<file path="config.mk">
export PLATFORM = sky130hd
export DESIGN_NAME = cea_mul_seq
export DESIGN_NICKNAME = d
export VERILOG_FILES = /design/src/hw/rtl/cea_pkg.sv /design/src/hw/rtl/cea_mul_seq.sv
export SDC_FILE = /design/constraint.sdc
export NUM_CORES = 2
export LEC_CHECK = 0
export BUFFER_PORTS_ARGS = -buffer_cell sky130_fd_sc_hd__buf_2
export CAP_MARGIN = 30
export CORE_UTILIZATION = 35
export DETAILED_ROUTE_END_ITERATION = 12
export PLACE_DENSITY = 0.56
export RECOVER_POWER = 50
export REMOVE_ABC_BUFFERS = 1
export SLEW_MARGIN = 30
export SYNTH_ARGS = -nofsm -noshare
export SYNTH_HDL_FRONTEND = slang
export SYNTH_SLANG_ARGS = --single-unit
</file>
<file path="constraint.sdc">
create_clock -name clk -period 6 [get_ports clk]
set_input_delay 0.6 -clock clk [delete_from_list [all_inputs] [get_ports clk]]
set_output_delay 0.6 -clock clk [all_outputs]
set_load 0.01 [all_outputs]
</file>
<file path="src/hw/rtl/cea_pkg.sv">
// ----------------------------------------------------------------------------
// cea_pkg: shared types and constants
// Opcodes, sequencer states and widths for the constant expression ALU.
// ----------------------------------------------------------------------------
package cea_pkg;

    localparam int unsigned DataWidth = 64;
    localparam int unsigned OpWidth   = 5;
    localparam int unsigned CntWidth  = 7;

    typedef enum logic [OpWidth-1:0] {
        OP_ADD   = 5'd0,
        OP_SUB   = 5'd1,
        OP_MUL   = 5'd2,
        OP_DIV   = 5'd3,
        OP_MOD   = 5'd4,
        OP_POW   = 5'd5,
        OP_AND   = 5'd6,
        OP_OR    = 5'd7,
        OP_XOR   = 5'd8,
        OP_XNOR  = 5'd9,
        OP_SHL   = 5'd10,
        OP_SHR   = 5'd11,
        OP_SRA   = 5'd12,
        OP_LT    = 5'd13,
        OP_GT    = 5'd14,
        OP_LE    = 5'd15,
        OP_GE    = 5'd16,
        OP_EQ    = 5'd17,
        OP_NE    = 5'd18,
        OP_LAND  = 5'd19,
        OP_LOR   = 5'd20,
        OP_NEG   = 5'd21,
        OP_PLUS  = 5'd22,
        OP_INV   = 5'd23,
        OP_LNOT  = 5'd24
    } op_t;

    typedef enum logic [2:0] {
        ST_IDLE,
        ST_DIV,
        ST_MUL,
        ST_POW,
        ST_DONE
    } state_t;

    // one step of the shared 16x64 partial product unit
    typedef struct packed {
        logic [DataWidth-1:0] a;
        logic [15:0]          b;
    } mul_step_t;

endpackage

</file>
<file path="src/hw/rtl/cea_mul_seq.sv">
// ----------------------------------------------------------------------------
// cea_mul_seq: shared multiplier
// Wrapping 64x64 multiply, low 64 bits, sixteen bits of the second operand
// per cycle.
// ----------------------------------------------------------------------------
module cea_mul_seq
    import cea_pkg::*;
(
    input  logic                 clk,
    input  logic                 rst_n,
    input  logic                 start,
    input  logic [DataWidth-1:0] a,
    input  logic [DataWidth-1:0] b,
    output logic                 done,
    output logic [DataWidth-1:0] product
);

    logic [DataWidth-1:0] a_reg, a_next;
    logic [DataWidth-1:0] b_reg, b_next;
    logic [DataWidth-1:0] acc_reg, acc_next;
    logic [2:0]           cnt_reg, cnt_next;
    logic                 busy_reg, busy_next;
    logic                 done_reg, done_next;
    mul_step_t            step;
    logic [DataWidth-1:0] part;

    assign step.a = a_reg;
    assign step.b = b_reg[15:0];
    assign part   = DataWidth'(step.a * {{(DataWidth-16){1'b0}}, step.b});

    always_comb
    begin
        a_next    = a_reg;
        b_next    = b_reg;
        acc_next  = acc_reg;
        cnt_next  = cnt_reg;
        busy_next = busy_reg;
        done_next = 1'b0;
        if (start)
        begin
            a_next    = a;
            b_next    = b;
            acc_next  = '0;
            cnt_next  = '0;
            busy_next = 1'b1;
        end
        else if (busy_reg)
        begin
            acc_next = acc_reg + part;
            a_next   = a_reg << 16;
            b_next   = b_reg >> 16;
            cnt_next = cnt_reg + 3'd1;
            if (cnt_reg == 3'd3)
            begin
                busy_next = 1'b0;
                done_next = 1'b1;
            end
        end
    end

    always_ff @(posedge clk or negedge rst_n)
    begin
        if (!rst_n)
        begin
            busy_reg <= 1'b0;
            done_reg <= 1'b0;
            cnt_reg  <= '0;
        end
        else
        begin
            busy_reg <= busy_next;
            done_reg <= done_next;
            cnt_reg  <= cnt_next;
        end
    end

    always_ff @(posedge clk)
    begin
        a_reg   <= a_next;
        b_reg   <= b_next;
        acc_reg <= acc_next;
    end

    assign done    = done_reg;
    assign product = acc_reg;

endmodule

</file>
==> impl_metrics.tcl <==
set metrics [dict create \
    num_vias 28850 \
    cp-end-kind "register" \
    clkSinkCount 197 \
    drv_slew 89 \
    setup_slack_ns -0.6631 \
    synth-edff-count 128 \
    grt_usage_pct 23.60 \
    finalClockSkew_ns 0.02684 \
    drtIter0Drc 1895 \
    fillCellCount 9965 \
    yosys-top-cells-area "fa_1, inv_1, edfxtp_1" \
    synth_flop_cell "edfxtp_1" \
    fin_crit_ns 6.663 \
    cts_buffers 17 \
    worst_pin_slew_ns 2.999 \
    synth_top_area_share_pct 44.63 \
    cp.arrival_ns 7.06 \
    violations "capacitance limit, slew limit, setup timing" \
    ios 196 \
    grt_pass1_vias 30670 \
    core_sq_um 103500 \
    fmax_mhz 150.1 \
    clk_pin_slew_worst_paths_ns 0.10 \
    synth_top_cell_by_area "fa_1" \
    post_drt_wl_per_cell_microns 21.31 \
    seq_area_sq_um 5254 \
    cts.path.max_buffers 2 \
    grt_setup_unrepaired "yes" \
    path_cells "clkbuf_1, buf_4, nand2_1, fa_1, inv_1, fa_1, fa_1, fa_1, fa_1, inv_1, fa_1, inv_1, ha_1, buf_4, nor2_1, nor2_1, o41ai_4, buf_4, nor2_1, nor3_1, a211o_1, o211ai_1, xnor2_2, o22ai_1" \
    mostFrequentLayoutCell "inv_1" \
    cp.required_ns 6.40 \
    synth-simple-area-share_pct 14.56 \
    nets 5587 \
    multi_input_area_sq_um 28020 \
    grt-ovfl-total 0 \
    cts_tree "yes" \
    critPathSlowestCell "fa_1" \
    ys_seq_elements 197 \
    die_area_sq_um 105600 \
    syn_area_sq_um 36520 \
    muxShareOfSynthArea_pct 3.649 \
    hold_viol_final 0 \
    ys_async_sr_fraction_pct 2.538 \
    antenna_found_initial 0 \
    slew_headroom_pct -99.91 \
    grt_pass1_wl_mm 186.2 \
    critPathMaxStageDelay_ns 0.56 \
    syn2layout_area_growth_pct 27.08 \
    avgSynthCellArea_sq_um 9.203 \
    drcViolationCount 0 \
    drive_gt1_share_pct 25.48 \
    post-route-period-util_pct 111.1 \
    cp_common_cell "fa_1" \
    hpwl_mm 92.84 \
    synth_fa_ha_area_share_pct 48.12 \
    synth_cells 3968 \
    die_y_microns 325.0 \
    synth_top_family_by_area "adder cells" \
    io_buffers 195 \
    drt-total-wl_mm 126.5 \
    hold_class "in -> reg" \
    max_cap_viol_count 2 \
    ys_seq_area_share_pct 14.38 \
    worstSetupPathType "reg -> reg" \
    status "complete, but fails checks" \
    rows 118 \
    die_x_microns 325.0 \
    yosysUniqueCellTypes 82 \
    initial_utilization_pct 35.28 \
    root_buffer "clkbuf_16" \
    critPathLaunchType "register" \
    worstPathBufferInverterCount 7 \
    cp_max_fo 8 \
    postRouteAntennaNets 0 \
    dp_slack_ns -1.024 \
    synth-compound-area-share_pct 4.499 \
    dr.pass1.iters 8 \
    most-common-layout-cells "inv_1, fa_1, nand2_1" \
    postLayoutCoreUtil_pct 44.84 \
    grt_max_degree 126 \
    synth-xor-area-share_pct 1.861 \
    ys_warn_count 0 \
    setup_violations 45 \
    clk_latency_ns 0.56 \
    cts.htree.levels 4 \
    viasPerCell 4.859 \
    cp_top_family "adder cells" \
    hold_ws_ns 0.3250 \
    place.gp.congestion 0.9262 \
]
-- worst register-to-register path, delay by kind of cell, from the launching register on --
| family | cells | cell delay [ns] |
|---|---|---|
| adder cells (fa/ha/maj) | 7 | 3.31 |
| buffers and inverters | 7 | 1.07 |
| AO/OA/AOI/OAI | 4 | 0.89 |
| AND/OR/NAND/NOR | 5 | 0.56 |
| flip-flops | 1 | 0.48 |
| XOR/XNOR | 1 | 0.21 |
-- cells by family after synthesis --
family                     after synthesis
buffers and inverters                 1255
and+or+nand+nor                       1165
adders and majority gates              916
AOI/OAI and AO/OA                      238
DFF                                    197
muxes                                  121
xor gates and xnor gates                76
-- final timing paths --
| check | slack, ns | endpoint | cells past startpoint | start |
|---|---|---|---|---|
| worst max-delay path | -0.66 | product[50] | 24 | a_reg[23] |
| worst min-delay path | 0.33 | a_reg[11] | 2 | a[11] |
| worst max register to register | -0.66 | product[50] | 24 | a_reg[23] |
| worst min register to register | 0.51 | product[4] | 2 | product[4] |
| max in group asynchronous | 5.22 | busy_reg | 2 | rst_n |
| min in group asynchronous | 0.50 | cnt_reg[0] | 2 | rst_n |
-- stage by stage --
| stage | setup TNS (ns) | std cells | area [sq um] |
|---|---|---|---|
| floorplan | -20.78 | 3764 | 35740 |
| global placement | -26.64 | 5786 | 42520 |
| detailed placement | -27.09 | 5786 | 42520 |
| CTS | -12.41 | 5866 | 44680 |
| global route | -26.71 | 5933 | 46390 |
| finish | -17.45 | 5937 | 46400 |
-- layout make-up --
class	count	area share, %
clock buffer	17	0.9168
inverter	1051	8.529
antenna	4	0.02157
clock inverter	15	0.5015
timing repair buffer	757	14.60
multi-input combinational	2516	60.39
tap	1380	3.721
sequential	197	11.32
-- per-layer routing --
layer | up-vias | global-route usage (%) | share of wire [%]
met4 | 0 | 7.639 | 3.4
met1 | 14910 | 30.85 | 41
met5 | - | 0 | 0
met2 | 1027 | 40.08 | 49
met3 | 201 | 3.506 | 6.7
li1 | 12710 | - | -
-- cell usage after synthesis, types with 3 or more instances --
cell	n
nand3_1	16
xnor2_1	49
nor3_1	20
a221oi_1	4
nand2_1	710
inv_1	1050
a31o_2	3
fa_1	814
o21ai_0	26
nand4_1	16
nand2b_1	6
and2_1	289
nand4b_1	3
buf_1	11
clkbuf_1	187
a31oi_1	8
o21ai_1	6
a21oi_1	58
o21bai_1	5
nor2_1	76
ha_1	102
mux2_2	96
a21o_1	28
dfxtp_1	64
o211ai_1	12
edfxtp_1	128
a211o_1	4
buf_2	5
o21a_1	5
a211oi_1	8
xor2_1	26
mux2i_1	24
a32oi_1	3
o22ai_1	24
dfrtp_1	5
and3_1	5
a21oi_2	7
or4_1	3
-- timing repair --
action / 4_1_cts / 5_1_grt
setup buffers: 40 / 63
cloned: 8 / 14
hold buffers: 1 / 0
gates resized for setup: 187 / 222
endpoints found under the hold margin: 5 / 0
pin swaps: 51 / 143
endpoints found under the setup margin: 45 / 48
Power is left out: the tool's default activity adds up to more than one toggle a clock period on the data nets, which glitch-free logic cannot reach.
